`src/rtl/jsv_pkg.sv`:
```
`timescale 1ns / 1ps
// ----------------------------------------------------------------------------
// JSON validator package
// Types, constants and grammar states shared by the validator files.
// ----------------------------------------------------------------------------
package jsv_pkg;

   localparam int MaxNesting = 128;
   localparam int LevelWidth = $clog2(MaxNesting + 2);
   localparam int CountWidth = 18;
   localparam logic [CountWidth-1:0] MaxValuesReset = 18'd200000;

   typedef enum logic [1:0] {
      VERDICT_PENDING  = 2'd0,
      VERDICT_ACCEPTED = 2'd1,
      VERDICT_REJECTED = 2'd2
   } verdict_type;

   typedef enum logic [1:0] {
      ERR_NONE    = 2'd0,
      ERR_SYNTAX  = 2'd1,
      ERR_NESTING = 2'd2,
      ERR_VALUES  = 2'd3
   } error_type;

   typedef enum logic [4:0] {
      GS_VALUE, GS_ARR_FIRST, GS_OBJ_FIRST, GS_KEY, GS_COLON, GS_AFTER, GS_DONE,
      GS_LIT_T, GS_LIT_F, GS_LIT_N,
      GS_NUM_MINUS, GS_NUM_ZERO, GS_NUM_INT, GS_NUM_DOT, GS_NUM_FRAC,
      GS_NUM_E, GS_NUM_ESIGN, GS_NUM_EXP,
      GS_VSTR, GS_VESC, GS_VHEX, GS_VSBS, GS_VSU,
      GS_KSTR, GS_KESC, GS_KHEX, GS_KSBS, GS_KSU
   } grammar_type;

   typedef struct packed {
      logic [7:0] byte_in;
      logic       last;
   } req_type;

   typedef struct packed {
      logic [1:0] verdict;
      logic [1:0] error_kind;
      logic       document_end;
   } rsp_type;

endpackage

```
`src/rtl/jsv_stream_if.sv`:
```
`timescale 1ns / 1ps
// ----------------------------------------------------------------------------
// JSON validator stream interface
// Valid/ready channels carrying one request, result or value-limit payload.
// ----------------------------------------------------------------------------
interface jsv_req_if;
   logic              valid;
   logic              ready;
   jsv_pkg::req_type  data;
   modport source (output valid, output data, input ready);
   modport sink (input valid, input data, output ready);
endinterface

interface jsv_rsp_if;
   logic              valid;
   logic              ready;
   jsv_pkg::rsp_type  data;
   modport source (output valid, output data, input ready);
   modport sink (input valid, input data, output ready);
endinterface

interface jsv_csr_if;
   logic                              valid;
   logic                              ready;
   logic [jsv_pkg::CountWidth-1:0]    data;
   modport source (output valid, output data, input ready);
   modport sink (input valid, input data, output ready);
endinterface

```
`src/rtl/json_syntax_validator.sv`:
```
`timescale 1ns / 1ps
// ----------------------------------------------------------------------------
// JSON syntax validator
// Streaming checker of one JSON document, one byte per request.
// ----------------------------------------------------------------------------
// Takes one byte per clock unless the result side stalls, and returns each
// result in the next cycle; the whole grammar step is a single pass of logic
// between the request register state and the result register. The container
// marks live in a 129-entry memory indexed by the nesting level. The top two
// marks are kept in registers, and the memory is read, into a register, only
// when a container closes. Throughput is one request per cycle while the
// result side takes results.
module json_syntax_validator (
   input  logic        clock,
   input  logic        reset,
   jsv_req_if.sink     req,
   jsv_rsp_if.source   rsp,
   jsv_csr_if.sink     csr
);

   localparam int StackDepth = jsv_pkg::MaxNesting + 1;

   logic [jsv_pkg::CountWidth-1:0] max_values_ff;
   jsv_pkg::grammar_type           gs_ff, gs_in;
   logic [jsv_pkg::LevelWidth-1:0] level_ff, level_in;
   logic [jsv_pkg::CountWidth-1:0] count_ff, count_in;
   logic [2:0]                     hex_cnt_ff, hex_cnt_in;
   logic [15:0]                    hex_acc_ff, hex_acc_in;
   logic                           hi_pend_ff, hi_pend_in;
   logic [2:0]                     lit_ff, lit_in;
   logic [1:0]                     err_ff, err_in;
   logic                           stack_mem [0:StackDepth-1];
   logic                           top_ff, below_ff;
   logic                           rsp_valid_ff, rsp_valid_in;
   jsv_pkg::rsp_type               rsp_data_ff, rsp_data_in;

   jsv_pkg::grammar_type s_gs;
   logic [jsv_pkg::LevelWidth-1:0] s_level;
   logic [jsv_pkg::CountWidth-1:0] s_count;
   logic [2:0]  s_hex_cnt, s_lit;
   logic [15:0] s_hex_acc;
   logic        s_hi, push, push_obj, pop, top_obj, accept, ok, doc_end, commit;
   jsv_pkg::error_type s_err;
   logic [1:0]  err_next;

   assign req.ready = !rsp_valid_ff || rsp.ready;
   assign accept = req.valid && req.ready;
   assign csr.ready = 1'b1;
   assign rsp.valid = rsp_valid_ff;
   assign rsp.data = rsp_data_ff;

   assign top_obj = top_ff;
   assign commit = accept && err_ff == jsv_pkg::ERR_NONE && s_err == jsv_pkg::ERR_NONE &&
                   !doc_end;

   jsv_step u_step (
      .gs(gs_ff), .level(level_ff), .count(count_ff), .max_values(max_values_ff),
      .hex_cnt(hex_cnt_ff), .hex_acc(hex_acc_ff), .hi_pend(hi_pend_ff),
      .lit_prog(lit_ff), .top_is_obj(top_obj), .c(req.data.byte_in),
      .gs_out(s_gs), .level_out(s_level), .count_out(s_count),
      .hex_cnt_out(s_hex_cnt), .hex_acc_out(s_hex_acc), .hi_pend_out(s_hi),
      .lit_prog_out(s_lit), .push(push), .push_obj(push_obj), .pop(pop), .err(s_err)
   );

   always_comb begin
      doc_end = req.data.last;
      err_next = err_ff;
      if (err_ff == jsv_pkg::ERR_NONE) err_next = s_err;
      ok = (s_gs == jsv_pkg::GS_DONE) ||
           (s_level == '0 && (s_gs == jsv_pkg::GS_NUM_ZERO || s_gs == jsv_pkg::GS_NUM_INT ||
                              s_gs == jsv_pkg::GS_NUM_FRAC || s_gs == jsv_pkg::GS_NUM_EXP));
      if (doc_end && err_next == jsv_pkg::ERR_NONE && !ok) err_next = jsv_pkg::ERR_SYNTAX;
      rsp_data_in.error_kind = err_next;
      rsp_data_in.document_end = doc_end;
      if (err_next != jsv_pkg::ERR_NONE) rsp_data_in.verdict = jsv_pkg::VERDICT_REJECTED;
      else if (doc_end) rsp_data_in.verdict = jsv_pkg::VERDICT_ACCEPTED;
      else rsp_data_in.verdict = jsv_pkg::VERDICT_PENDING;
      rsp_valid_in = accept || (rsp_valid_ff && !rsp.ready);

      gs_in = gs_ff; level_in = level_ff; count_in = count_ff;
      hex_cnt_in = hex_cnt_ff; hex_acc_in = hex_acc_ff; hi_pend_in = hi_pend_ff;
      lit_in = lit_ff; err_in = err_ff;
      if (accept) begin
         if (doc_end) begin
            gs_in = jsv_pkg::GS_VALUE; level_in = '0; count_in = '0;
            hex_cnt_in = '0; hex_acc_in = '0; hi_pend_in = 1'b0; lit_in = '0;
            err_in = jsv_pkg::ERR_NONE;
         end else if (err_ff == jsv_pkg::ERR_NONE) begin
            err_in = s_err;
            if (s_err == jsv_pkg::ERR_NONE) begin
               gs_in = s_gs; level_in = s_level; count_in = s_count;
               hex_cnt_in = s_hex_cnt; hex_acc_in = s_hex_acc; hi_pend_in = s_hi;
               lit_in = s_lit;
            end else begin
               hex_acc_in = s_hex_acc; hex_cnt_in = s_hex_cnt;
            end
         end
      end
   end

   always_ff @(posedge clock) begin
      if (reset) begin
         max_values_ff <= jsv_pkg::MaxValuesReset;
         gs_ff <= jsv_pkg::GS_VALUE;
         level_ff <= '0;
         count_ff <= '0;
         hex_cnt_ff <= '0;
         hex_acc_ff <= '0;
         hi_pend_ff <= 1'b0;
         lit_ff <= '0;
         err_ff <= jsv_pkg::ERR_NONE;
         top_ff <= 1'b0;
         below_ff <= 1'b0;
         rsp_valid_ff <= 1'b0;
      end else begin
         if (csr.valid) max_values_ff <= csr.data;
         gs_ff <= gs_in;
         level_ff <= level_in;
         count_ff <= count_in;
         hex_cnt_ff <= hex_cnt_in;
         hex_acc_ff <= hex_acc_in;
         hi_pend_ff <= hi_pend_in;
         lit_ff <= lit_in;
         err_ff <= err_in;
         rsp_valid_ff <= rsp_valid_in;
         // On a close the mark below the new top comes from the memory; it
         // sits three places under the current level.
         if (accept && doc_end) begin
            top_ff <= 1'b0;
            below_ff <= 1'b0;
         end else if (commit && push) begin
            top_ff <= push_obj;
            below_ff <= top_ff;
         end else if (commit && pop) begin
            top_ff <= below_ff;
            if (level_ff >= jsv_pkg::LevelWidth'(3))
               below_ff <= stack_mem[level_ff - jsv_pkg::LevelWidth'(3)];
            else
               below_ff <= 1'b0;
         end
      end
   end

   // Entries above the level are stale but are always rewritten before use.
   always_ff @(posedge clock) begin
      if (commit && push && level_ff < jsv_pkg::LevelWidth'(StackDepth))
         stack_mem[level_ff] <= push_obj;
   end

   always_ff @(posedge clock) begin
      if (accept) rsp_data_ff <= rsp_data_in;
   end

endmodule

```
`src/rtl/jsv_step.sv`:
```
`timescale 1ns / 1ps
// ----------------------------------------------------------------------------
// JSON validator grammar step
// Combinational next-state logic for one document byte.
// ----------------------------------------------------------------------------
module jsv_step (
   input  jsv_pkg::grammar_type               gs,
   input  logic [jsv_pkg::LevelWidth-1:0]     level,
   input  logic [jsv_pkg::CountWidth-1:0]     count,
   input  logic [jsv_pkg::CountWidth-1:0]     max_values,
   input  logic [2:0]                         hex_cnt,
   input  logic [15:0]                        hex_acc,
   input  logic                               hi_pend,
   input  logic [2:0]                         lit_prog,
   input  logic                               top_is_obj,
   input  logic [7:0]                         c,
   output jsv_pkg::grammar_type               gs_out,
   output logic [jsv_pkg::LevelWidth-1:0]     level_out,
   output logic [jsv_pkg::CountWidth-1:0]     count_out,
   output logic [2:0]                         hex_cnt_out,
   output logic [15:0]                        hex_acc_out,
   output logic                               hi_pend_out,
   output logic [2:0]                         lit_prog_out,
   output logic                               push,
   output logic                               push_obj,
   output logic                               pop,
   output jsv_pkg::error_type                 err
);

   logic       is_dig, is_e, is_sp, hex_ok, num_st, consumed, is_key;
   logic [3:0] hex_val;
   logic [15:0] acc_n;
   logic [7:0]  lit_ch;
   logic [2:0]  lit_len;
   jsv_pkg::grammar_type base, g2;

   always_comb begin
      is_dig = (c >= 8'h30) && (c <= 8'h39);
      is_e   = (c == "e") || (c == "E");
      is_sp  = (c == " ") || (c == 8'h09) || (c == 8'h0d) || (c == 8'h0a);
      hex_ok = 1'b1;
      hex_val = 4'd0;
      if (is_dig) hex_val = c[3:0];
      else if (c >= "a" && c <= "f") hex_val = 4'(c - 8'h57);
      else if (c >= "A" && c <= "F") hex_val = 4'(c - 8'h37);
      else hex_ok = 1'b0;
      acc_n = {hex_acc[11:0], hex_val};
      unique case (gs)
         jsv_pkg::GS_LIT_T: begin
            lit_len = 3'd4;
            unique case (lit_prog)
               3'd0: lit_ch = "t";
               3'd1: lit_ch = "r";
               3'd2: lit_ch = "u";
               3'd3: lit_ch = "e";
               default: lit_ch = 8'h00;
            endcase
         end
         jsv_pkg::GS_LIT_F: begin
            lit_len = 3'd5;
            unique case (lit_prog)
               3'd0: lit_ch = "f";
               3'd1: lit_ch = "a";
               3'd2: lit_ch = "l";
               3'd3: lit_ch = "s";
               3'd4: lit_ch = "e";
               default: lit_ch = 8'h00;
            endcase
         end
         default: begin
            lit_len = 3'd4;
            unique case (lit_prog)
               3'd0: lit_ch = "n";
               3'd1: lit_ch = "u";
               3'd2: lit_ch = "l";
               3'd3: lit_ch = "l";
               default: lit_ch = 8'h00;
            endcase
         end
      endcase
   end

   always_comb begin
      gs_out = gs;
      level_out = level;
      count_out = count;
      hex_cnt_out = hex_cnt;
      hex_acc_out = hex_acc;
      hi_pend_out = hi_pend;
      lit_prog_out = lit_prog;
      push = 1'b0;
      push_obj = 1'b0;
      pop = 1'b0;
      err = jsv_pkg::ERR_NONE;
      consumed = 1'b0;
      is_key = 1'b0;
      base = jsv_pkg::GS_VSTR;
      g2 = gs;
      num_st = (gs >= jsv_pkg::GS_NUM_MINUS) && (gs <= jsv_pkg::GS_NUM_EXP);
      // Number states: a byte that does not extend a complete number ends it and
      // is handled as the byte after the value; after -, . or e it is an error.
      if (num_st) begin
         consumed = 1'b1;
         unique case (gs)
            jsv_pkg::GS_NUM_MINUS: begin
               if (c == "0") gs_out = jsv_pkg::GS_NUM_ZERO;
               else if (is_dig) gs_out = jsv_pkg::GS_NUM_INT;
               else err = jsv_pkg::ERR_SYNTAX;
            end
            jsv_pkg::GS_NUM_ZERO, jsv_pkg::GS_NUM_INT: begin
               if (is_dig && gs == jsv_pkg::GS_NUM_INT) gs_out = gs;
               else if (c == ".") gs_out = jsv_pkg::GS_NUM_DOT;
               else if (is_e) gs_out = jsv_pkg::GS_NUM_E;
               else consumed = 1'b0;
            end
            jsv_pkg::GS_NUM_DOT: begin
               if (is_dig) gs_out = jsv_pkg::GS_NUM_FRAC;
               else err = jsv_pkg::ERR_SYNTAX;
            end
            jsv_pkg::GS_NUM_FRAC: begin
               if (is_e) gs_out = jsv_pkg::GS_NUM_E;
               else if (!is_dig) consumed = 1'b0;
            end
            jsv_pkg::GS_NUM_E: begin
               if (c == "+" || c == "-") gs_out = jsv_pkg::GS_NUM_ESIGN;
               else if (is_dig) gs_out = jsv_pkg::GS_NUM_EXP;
               else err = jsv_pkg::ERR_SYNTAX;
            end
            jsv_pkg::GS_NUM_ESIGN: begin
               if (is_dig) gs_out = jsv_pkg::GS_NUM_EXP;
               else err = jsv_pkg::ERR_SYNTAX;
            end
            default: begin
               if (!is_dig) consumed = 1'b0;
            end
         endcase
         if (!consumed) g2 = (level == '0) ? jsv_pkg::GS_DONE : jsv_pkg::GS_AFTER;
         gs_out = consumed ? gs_out : g2;
      end
      if (!consumed) begin
         is_key = (g2 >= jsv_pkg::GS_KSTR);
         base = is_key ? jsv_pkg::GS_KSTR : jsv_pkg::GS_VSTR;
         if (g2 >= jsv_pkg::GS_VSTR) begin
            unique case (3'(g2 - base))
               3'd0: begin
                  if (c == "\"") begin
                     if (is_key) gs_out = jsv_pkg::GS_COLON;
                     else gs_out = (level == '0) ? jsv_pkg::GS_DONE : jsv_pkg::GS_AFTER;
                  end else if (c < 8'h20) err = jsv_pkg::ERR_SYNTAX;
                  else if (c == "\\") gs_out = jsv_pkg::grammar_type'(base + 5'd1);
               end
               3'd1: begin
                  if (c == "\"" || c == "\\" || c == "/" || c == "b" || c == "f" ||
                      c == "n" || c == "r" || c == "t") gs_out = base;
                  else if (c == "u") begin
                     gs_out = jsv_pkg::grammar_type'(base + 5'd2);
                     hex_cnt_out = 3'd0;
                     hex_acc_out = 16'd0;
                  end else err = jsv_pkg::ERR_SYNTAX;
               end
               3'd2: begin
                  if (!hex_ok) err = jsv_pkg::ERR_SYNTAX;
                  else begin
                     hex_acc_out = acc_n;
                     hex_cnt_out = hex_cnt + 3'd1;
                     if (hex_cnt == 3'd3) begin
                        hex_cnt_out = 3'd0;
                        if (hi_pend) begin
                           if (acc_n >= 16'hdc00 && acc_n <= 16'hdfff) begin
                              hi_pend_out = 1'b0;
                              gs_out = base;
                           end else err = jsv_pkg::ERR_SYNTAX;
                        end else if (acc_n >= 16'hd800 && acc_n <= 16'hdbff) begin
                           hi_pend_out = 1'b1;
                           gs_out = jsv_pkg::grammar_type'(base + 5'd3);
                        end else if (acc_n >= 16'hdc00 && acc_n <= 16'hdfff) begin
                           err = jsv_pkg::ERR_SYNTAX;
                        end else gs_out = base;
                     end
                  end
               end
               3'd3: begin
                  if (c == "\\") gs_out = jsv_pkg::grammar_type'(base + 5'd4);
                  else err = jsv_pkg::ERR_SYNTAX;
               end
               default: begin
                  if (c == "u") begin
                     gs_out = jsv_pkg::grammar_type'(base + 5'd2);
                     hex_cnt_out = 3'd0;
                     hex_acc_out = 16'd0;
                  end else err = jsv_pkg::ERR_SYNTAX;
               end
            endcase
         end else if (g2 == jsv_pkg::GS_LIT_T || g2 == jsv_pkg::GS_LIT_F ||
                      g2 == jsv_pkg::GS_LIT_N) begin
            if (lit_prog >= lit_len || c != lit_ch) err = jsv_pkg::ERR_SYNTAX;
            else if (lit_prog + 3'd1 == lit_len) begin
               lit_prog_out = 3'd0;
               gs_out = (level == '0) ? jsv_pkg::GS_DONE : jsv_pkg::GS_AFTER;
            end else lit_prog_out = lit_prog + 3'd1;
         end else if (!is_sp) begin
            priority if (g2 == jsv_pkg::GS_VALUE ||
                         (g2 == jsv_pkg::GS_ARR_FIRST && c != "]")) begin
               if (level > jsv_pkg::LevelWidth'(jsv_pkg::MaxNesting))
                  err = jsv_pkg::ERR_NESTING;
               else if (count >= max_values) err = jsv_pkg::ERR_VALUES;
               else begin
                  count_out = count + 1'b1;
                  lit_prog_out = 3'd1;
                  if (c == "\"") gs_out = jsv_pkg::GS_VSTR;
                  else if (c == "{" || c == "[") begin
                     push = 1'b1;
                     push_obj = (c == "{");
                     level_out = level + 1'b1;
                     gs_out = (c == "{") ? jsv_pkg::GS_OBJ_FIRST : jsv_pkg::GS_ARR_FIRST;
                  end
                  else if (c == "t") gs_out = jsv_pkg::GS_LIT_T;
                  else if (c == "f") gs_out = jsv_pkg::GS_LIT_F;
                  else if (c == "n") gs_out = jsv_pkg::GS_LIT_N;
                  else if (c == "-") gs_out = jsv_pkg::GS_NUM_MINUS;
                  else if (c == "0") gs_out = jsv_pkg::GS_NUM_ZERO;
                  else if (is_dig) gs_out = jsv_pkg::GS_NUM_INT;
                  else err = jsv_pkg::ERR_SYNTAX;
               end
            end else if (g2 == jsv_pkg::GS_ARR_FIRST ||
                         (g2 == jsv_pkg::GS_OBJ_FIRST && c == "}") ||
                         (g2 == jsv_pkg::GS_AFTER && level != '0 &&
                          ((c == "]" && !top_is_obj) || (c == "}" && top_is_obj)))) begin
               pop = 1'b1;
               level_out = level - 1'b1;
               gs_out = (level == jsv_pkg::LevelWidth'(1)) ? jsv_pkg::GS_DONE
                                                           : jsv_pkg::GS_AFTER;
            end else if ((g2 == jsv_pkg::GS_OBJ_FIRST || g2 == jsv_pkg::GS_KEY) &&
                         c == "\"") begin
               gs_out = jsv_pkg::GS_KSTR;
            end else if (g2 == jsv_pkg::GS_COLON && c == ":") begin
               gs_out = jsv_pkg::GS_VALUE;
            end else if (g2 == jsv_pkg::GS_AFTER && level != '0 && c == ",") begin
               gs_out = top_is_obj ? jsv_pkg::GS_KEY : jsv_pkg::GS_VALUE;
            end else begin
               err = jsv_pkg::ERR_SYNTAX;
            end
         end
      end
   end

endmodule

```
`src/flat_wrapper.sv`:
```
// flat-port wrapper written by rule: the top's interface ports become plain ports
module json_syntax_validator_flat 
  (clock, reset, req_valid, req_data, req_ready, rsp_valid, rsp_data, rsp_ready, csr_valid, csr_data, csr_ready);
  jsv_req_if req_i ();
  jsv_rsp_if rsp_i ();
  jsv_csr_if csr_i ();
  input  logic clock;
  input  logic reset;
  input wire logic [$bits(req_i.valid)-1:0] req_valid;
  input wire logic [$bits(req_i.data)-1:0] req_data;
  output wire logic [$bits(req_i.ready)-1:0] req_ready;
  output wire logic [$bits(rsp_i.valid)-1:0] rsp_valid;
  output wire logic [$bits(rsp_i.data)-1:0] rsp_data;
  input wire logic [$bits(rsp_i.ready)-1:0] rsp_ready;
  input wire logic [$bits(csr_i.valid)-1:0] csr_valid;
  input wire logic [$bits(csr_i.data)-1:0] csr_data;
  output wire logic [$bits(csr_i.ready)-1:0] csr_ready;
  assign req_i.valid = req_valid;
  assign req_i.data = req_data;
  assign req_ready = req_i.ready;
  assign rsp_valid = rsp_i.valid;
  assign rsp_data = rsp_i.data;
  assign rsp_i.ready = rsp_ready;
  assign csr_i.valid = csr_valid;
  assign csr_i.data = csr_data;
  assign csr_ready = csr_i.ready;
  json_syntax_validator u_core (.clock(clock), .reset(reset), .req(req_i), .rsp(rsp_i), .csr(csr_i));
endmodule
```
`config.mk`:
```
export PLATFORM = sky130hd
export DESIGN_NAME = json_syntax_validator_flat
export DESIGN_NICKNAME = d
export VERILOG_FILES = /design/src/rtl/jsv_pkg.sv /design/src/rtl/jsv_stream_if.sv /design/src/rtl/json_syntax_validator.sv /design/src/rtl/jsv_step.sv /design/src/flat_wrapper.sv
export SDC_FILE = /design/constraint.sdc
export NUM_CORES = 1
export LEC_CHECK = 0
export BUFFER_PORTS_ARGS = -buffer_cell sky130_fd_sc_hd__buf_4
export CAP_MARGIN = 20
export CORE_MARGIN = 4
export CORE_UTILIZATION = 35
export CTS_CLUSTER_DIAMETER = 60
export DETAILED_ROUTE_END_ITERATION = 7
export REMOVE_ABC_BUFFERS = 1
export SYNTH_ARGS = -nofsm -noshare
export SYNTH_HDL_FRONTEND = slang
export SYNTH_HIERARCHICAL = 1
export SYNTH_SLANG_ARGS = --single-unit
```
`constraint.sdc`:
```
create_clock -name clock -period 7 [get_ports clock]
set_clock_uncertainty 0.2 [all_clocks]
set_input_delay 0.7 -clock clock [delete_from_list [all_inputs] [get_ports clock]]
set_output_delay 0.7 -clock clock [all_outputs]
set_load 0.05 [all_outputs]
```
* Yosys cells after proc, flatten, opt, wreduce, memory -nomap -nowiden
Memory sizes are Yosys's and may differ from the RTL's. Index checks and enable logic that the tools add are counted.
Cells by class: add/subtract/negate cells 13, $lt $le $gt $ge 20, equal/unequal tests 72, muxes and demuxes 210, reduce and logical (&&, ||, !) cells 90
Operators with widths (number):
- two-way mux 5 bit | 48
- two-way mux 18 bit | 10
- two-way mux 16 bit | 7
- == test 8 x 7 -> 1 bit (second input constant) | 13
- two-way mux 8 bit | 13
- two-way mux 2 bit | 41
- == test 8 x 6 -> 1 bit (second input constant) | 9
- two-way mux 3 bit | 21
- == test 5 x 4 -> 1 bit (second input constant) | 12
- two-way mux 1 bit | 56
- case mux 16 bit (3 select lines) | 1
- case mux 7 bit (5 select lines) | 1
- greater-or-equal comparator 16 bit (second input constant) | 2
- <= comparator 16 bit (second input constant) | 2
- case mux 5 bit (6 select lines) | 1
- logical AND 1 bit | 28
- case mux 7 bit (4 select lines) | 1
- logical OR 1 bit | 27
- == test 5 x 3 -> 1 bit (second input constant) | 5
- == test 8 x 4 -> 1 bit (second input constant) | 3
- case mux 7 bit (3 select lines) | 1
- case mux 5 bit (4 select lines) | 1
- AND reduction 10 bit | 2
- adder 18 x 1 -> 18 bit (second input constant) | 1
- 55 further kinds | 99
Word-level totals: register bits 82, bits in writable memories 129, bits of input ports 32, memories 1
Memory list:
- u_core.stack_mem | words 129, bits a word 1, rd ports 1, clocked after memory_dff 0, write ports 1, RTL line json_syntax_validator.sv:32 | logic stack_mem [0:StackDepth-1];

* Depth between registers and ports, before layout
depth after elaboration 35, depth in mapped cells 27, gate-level depth less buffers 25

* By module
Netlist, hierarchy kept.
By module, submodules not included:
- json_syntax_validator | times used 1, cells each 718, area an instance 8944.8 um^2, sequential area each 5565.3 um^2
- jsv_step | times used 1, cells each 697, area an instance 4351.7 um^2, sequential area each 0.0 um^2

* Worst setup path before layout
No wires, ideal clock.
path kind input to register, from in req_data[2], to mem u_core.stack_mem[0], data pin, setup time 0.808 ns, arrival 5.579 ns, path slack 0.413 ns, stages on the path 9, cell sequence inv_1 ha_1 nand2_1 nor3_1 a311o_1 or3_1 nor2_2 nand2_1 nor2_1
On the way: word-level cells in the longest chain between the ends 17, elaborated cells between the ends (all ways) 49, those cells by class order compare (3); eq/ne (15); mux (19); reduce/logical (12)
RTL lines:
- from (decl) | RTL line flat_wrapper.sv:10 | input wire logic [$bits(req_i.data)-1:0] req_data;
- parallel branches: the longest is 16 deep, another holds greater-or-equal comparator 8 x 6 -> 1 bit
- two-way mux 1 bit (*) | RTL line jsv_step.sv:140 | if (!consumed) begin
- net u_core.push_obj | RTL line json_syntax_validator.sv:42 | logic s_hi, push, push_obj, pop, top_obj, accept, ok, doc_end, commit;
- to (decl) | RTL line json_syntax_validator.sv:32
Mark *: on every way through the listed nets, which the timed path passes. The select of a mux whose other input is x is not followed.

* Worst setup path after layout
from reg u_core.gs_ff[4], to reg u_core.rsp_data_ff (netlist bit u_core/rsp.data[1]), data pin
On the way: word-level cells in the longest chain between the ends 32, elaborated cells between the ends (all ways) 165, those cells by class add/sub (5); order compare (5); eq/ne (27); mux (97); reduce/logical (31)
RTL lines:
- from (decl) | RTL line json_syntax_validator.sv:24 | jsv_pkg::grammar_type gs_ff, gs_in;
- from (signal assigned) | RTL line json_syntax_validator.sv:104 | gs_ff <= jsv_pkg::GS_VALUE;
- from (signal assigned) | RTL line json_syntax_validator.sv:117 | gs_ff <= gs_in;
- parallel branches: the longest is 22 deep, another holds greater-or-equal comparator 5 bit
- two-way mux 5 bit (*) | RTL line jsv_step.sv:140
- net u_core.s_gs[2] | RTL line json_syntax_validator.sv:37 | jsv_pkg::grammar_type s_gs;
- == test 5 x 4 -> 1 bit | RTL line json_syntax_validator.sv:70 | (s_level == '0 && (s_gs == jsv_pkg::GS_NUM_ZERO || s_gs == jsv_pkg::GS_NUM_INT ||
- logical OR 1 bit (2 in a row) | RTL line json_syntax_validator.sv:70
- logical OR 1 bit | RTL line json_syntax_validator.sv:71 | s_gs == jsv_pkg::GS_NUM_FRAC || s_gs == jsv_pkg::GS_NUM_EXP));
- logical AND 1 bit | RTL line json_syntax_validator.sv:70
- logical OR 1 bit (*) | RTL line json_syntax_validator.sv:69 | ok = (s_gs == jsv_pkg::GS_DONE) ||
- logical NOT 1 bit (*) | RTL line json_syntax_validator.sv:72 | if (doc_end && err_next == jsv_pkg::ERR_NONE && !ok) err_next = jsv_pkg::ERR_SYNTAX;
- logical AND 1 bit (*) | RTL line json_syntax_validator.sv:72
- two-way mux 2 bit (*) | RTL line json_syntax_validator.sv:72
- net u_core.err_next[0] | RTL line json_syntax_validator.sv:44 | logic [1:0] err_next;
- to (signal assigned) | RTL line json_syntax_validator.sv:151 | if (accept) rsp_data_ff <= rsp_data_in;
- to (decl) | RTL line json_syntax_validator.sv:35 | jsv_pkg::rsp_type rsp_data_ff, rsp_data_in;
Marks and branches as above. A chain may end at the register's enable or synchronous reset.

==> results.txt <==
----------------------------------------------------
[Status]
  Result of the run ... completed

[Clock network]
  Quantity of gates resized following cts ... 0
  Clock buffers created by TritonCTS ... 27
  Clock slew at reported path FFs ... around 0.05 ns
  Clock latency reported for the late side of the worst-skew pair ... approximately 0.56 ns
  Number of sinks handled by clock tree synthesis ... between 200 and 250
  Number of hold buffers added after cts ... 0
  Clk buf depth ... 3
  Setup repair bufs after CTS ... 0
  CTS root buf ... sky130_fd_sc_hd__clkbuf_16
  Level count of the clock H-tree ... 1
  Clock tree from TritonCTS ... done

[Run]
  Maxcap violations ... 0

[Critical path]
  Launching element type of the critical path ... flip-flop
  Reg2reg path depth ... 20
  Reg2reg end ... u_core/rsp.data[1]$_DFFE_PN_
  Sort of element at the end of the critical path ... flip-flop
  Crit path required time ... between 7 and 8 ns
  Sequence of cells on the critical path ... nand3b_1 -> nor3b_1 -> a2bb2oi_2 -> and3_1 -> o21ai_1 -> ha_1 -> nand2_1 -> or2_2 -> a21oi_1 -> nand4_1 -> o311ai_2 -> nand2_1 -> o2111ai_1 -> o21ai_0 -> a31oi_1 -> mux2i_1 -> a32o_1 -> o2111ai_1 -> a211oi_1 -> inv_1
  R2R setup slack ... between 0.8 and 0.9 ns
  Launching point of the worst reg2reg path ... u_core/gs_ff[4]$_SDFFE_PP0P_
  Peak per-stage delay on the critical path ... about 0.60 ns
  Number of buffers and inverters on the critical path ... 1
  Maximum fanout along the worst path ... 15
  Arrival time of data at the critical path endpoint ... a little over 6 ns
  Standard cell with the maximum stage delay on the critical path ... sky130_fd_sc_hd__ha_1
  Kind of critical path ... reg2reg
  Worst path top cell family by delay ... compound AO/OA/AOI/OAI gates

[Placed design]
  Post-Place Worst Slack ... 0.403 ns
  Number of I/O port buffers ... 38
  HPWL after detailed placement ... approximately 26 mm
  Final Wtd Congestion ... between 0.9 and 1

[Finish]
  NumNets Final ... 1466
  N_diodes ... 0
  Share of post-route cells with drive strength above 1 ... between 10% and 20%
  Synthesis-to-finish area growth ... 11.2%

[Floorplanning]
  Die Span X ... ~200 µm
  Total I/O pin count ... 40
  Starting density of the core ... 35.6%
  Die outline height ... 201 µm
  Die footprint ... around 0.041 mm²
  Area of the core ... around 0.037 mm²
  Number of cell rows ... 70

[Timing]
  Highest Clock Rate ... 163 MHz
  Crit share post-route ... 87.7%
  Number of failing setup endpoints in the final timing report ... 0
  Max-slew violations ... 0
  Post-route setup TNS ... 0 ns
  Worst slew margin ... ~28%
  Clock period minus final worst setup slack ... just over 6 ns
  Final-layout worst hold slack ... between 0.1 and 0.15 ns
  Slew at the pin closest to its max-slew limit ... around 1.1 ns
  Final setup margin ... between 0.8 and 0.9 ns
  Count of endpoints failing hold in the final timing report ... 0
  Setup repair after global routing missed its margin ... no

[Power and ir drop]
  Pwr Density ... 188 mW/mm²
  Internal power consumption ... roughly 2.1 mW
  Leakage power ... roughly 5.3 nW
  Combinational power share ... under 10%
  Proportion of total power due to net switching ... 23.3%
  Worst IR Drop VDD ... about 0.16 mV
  Power Total ... ~2.7 mW
  Seq pwr share ... 47.6%
  Psw ... around 0.64 mW
  Clock power share ... slightly below 50%

[Route]
  TritonRoute pass-1 iters ... 5
  Total DRC errors in the routed layout ... 0
  Via count ... ~11000
  Initial detailed-routing violation count ... approximately 960
  Wire length per cell after detailed routing ... about 20 µm
  Post-detailed-routing wire length ... approximately 37 mm
  Mean number of vias per cell ... approximately 5.8
  Remaining antenna violation count after routing ... 0

[GRT]
  Wire length of the first global-routing pass ... just under 60 mm
  Pin count of the biggest net entering global routing ... 71
  Remaining global-route overflow ... 0
  Total global-route track usage ... approximately 18%
  Initial antenna violation count ... 0
  Via count of the first global-routing pass ... about 11000

[Worst hold path]
  Sink of the worst hold path ... u_core/max_values_ff[8]$_SDFFE_PP1P_
  Origin of the worst min-delay path ... csr_data[8]
  Worst min-delay path category ... in2reg
  Worst Hold Path Cells ... 2

[Yosys]
  Post-Synthesis Cell Area ... between 0.01 and 0.015 mm²
  Yosys warning count ... 6
  Synth Instances ... 1387
  Mean area per synthesized cell ... roughly 9.4 µm²

----------------------------------------------------
[worst max path at each step]
stage	start	endpoint	slack [ns]	cells past startpoint
3_5_place_dp	req_data[2]	u_core/rsp.data[1]$_DFFE_PN_	0.40	23
2_1_floorplan	u_core/level_ff[0]$_SDFFE_PP0P_	u_core/stack_mem[48]$_DFFE_PP_	0.22	20
4_1_cts	u_core/gs_ff[4]$_SDFFE_PP0P_	u_core/rsp.data[1]$_DFFE_PN_	0.96	20
5_1_grt	req_data[2]	u_core/rsp.data[1]$_DFFE_PN_	0.42	25
3_3_place_gp	req_data[2]	u_core/rsp.data[1]$_DFFE_PN_	0.51	23
6_report	u_core/gs_ff[4]$_SDFFE_PP0P_	u_core/rsp.data[1]$_DFFE_PN_	0.86	20
[per-layer routing]
layer / vias to the layer above / global-route usage [%] / wire [µm]
met5: - / 0 / 0
met4: 0 / 5.18 / 1030
met3: 68 / 2.61 / 2150
met2: 333 / 29.0 / 17500
met1: 5338 / 24.5 / 16400
li1: 5146 / - / -
[cell type report]
class                           instances  area [µm²]
Clock buffer                           31         691
Clock inverter                         17         154
Fill cell                            3698       22200
Inverter                               50         188
Multi-Input combinational cell       1050        7010
Sequential cell                       207        5490
Tap cell                              468         586
Timing Repair Buffer                   57         428
[per-stage QoR]
stage	util, %	instance area [µm²]	cells
6_report	39.5	14500	1880
5_1_grt	39.5	14500	1880
4_1_cts	39.5	14500	1880
3_5_place_dp	37.2	13700	1832
3_3_place_gp	37.2	13700	1832
2_1_floorplan	-	12700	1307
[registers in the layout, summed over array words and instances (netlist names)]
name	flops
u_core/hi_pend_ff	1
u_core/hex_cnt_ff	3
u_core/max_values_ff	18
u_core/rsp.data	5
u_core/top_ff	1
u_core/lit_ff	3
u_core/hex_acc_ff	12
u_core/gs_ff	5
u_core/stack_mem	129
u_core/err_ff	2
u_core/rsp.valid	1
u_core/below_ff	1
u_core/count_ff	18
u_core/level_ff	8
[power groups by stage]
stage | Clock (mW) | Combinational, mW | Sequential, mW
floorplan | 0 | 0.0565 | 1.33
global placement | 0 | 0.114 | 1.33
detailed placement | 0 | 0.115 | 1.33
CTS | 1.35 | 0.116 | 1.30
global route | 1.40 | 0.128 | 1.30
finish | 1.31 | 0.115 | 1.30
[cells in the final DEF, fill, tap and decap left out, drive strengths merged, types with 22 or more instances in the layout]
cell type and n:
nand3 49, a21oi 53, nor3 23, nand2 112, nor2b 27, nor2 261, a22oi 52, o21ai 69
buf 57, mux4 34, xnor2 22, clkbuf 31, ha 41, mux2i 31, inv 55, dfxtp 73
edfxtp 134
(Power assumes the default switching activity.)
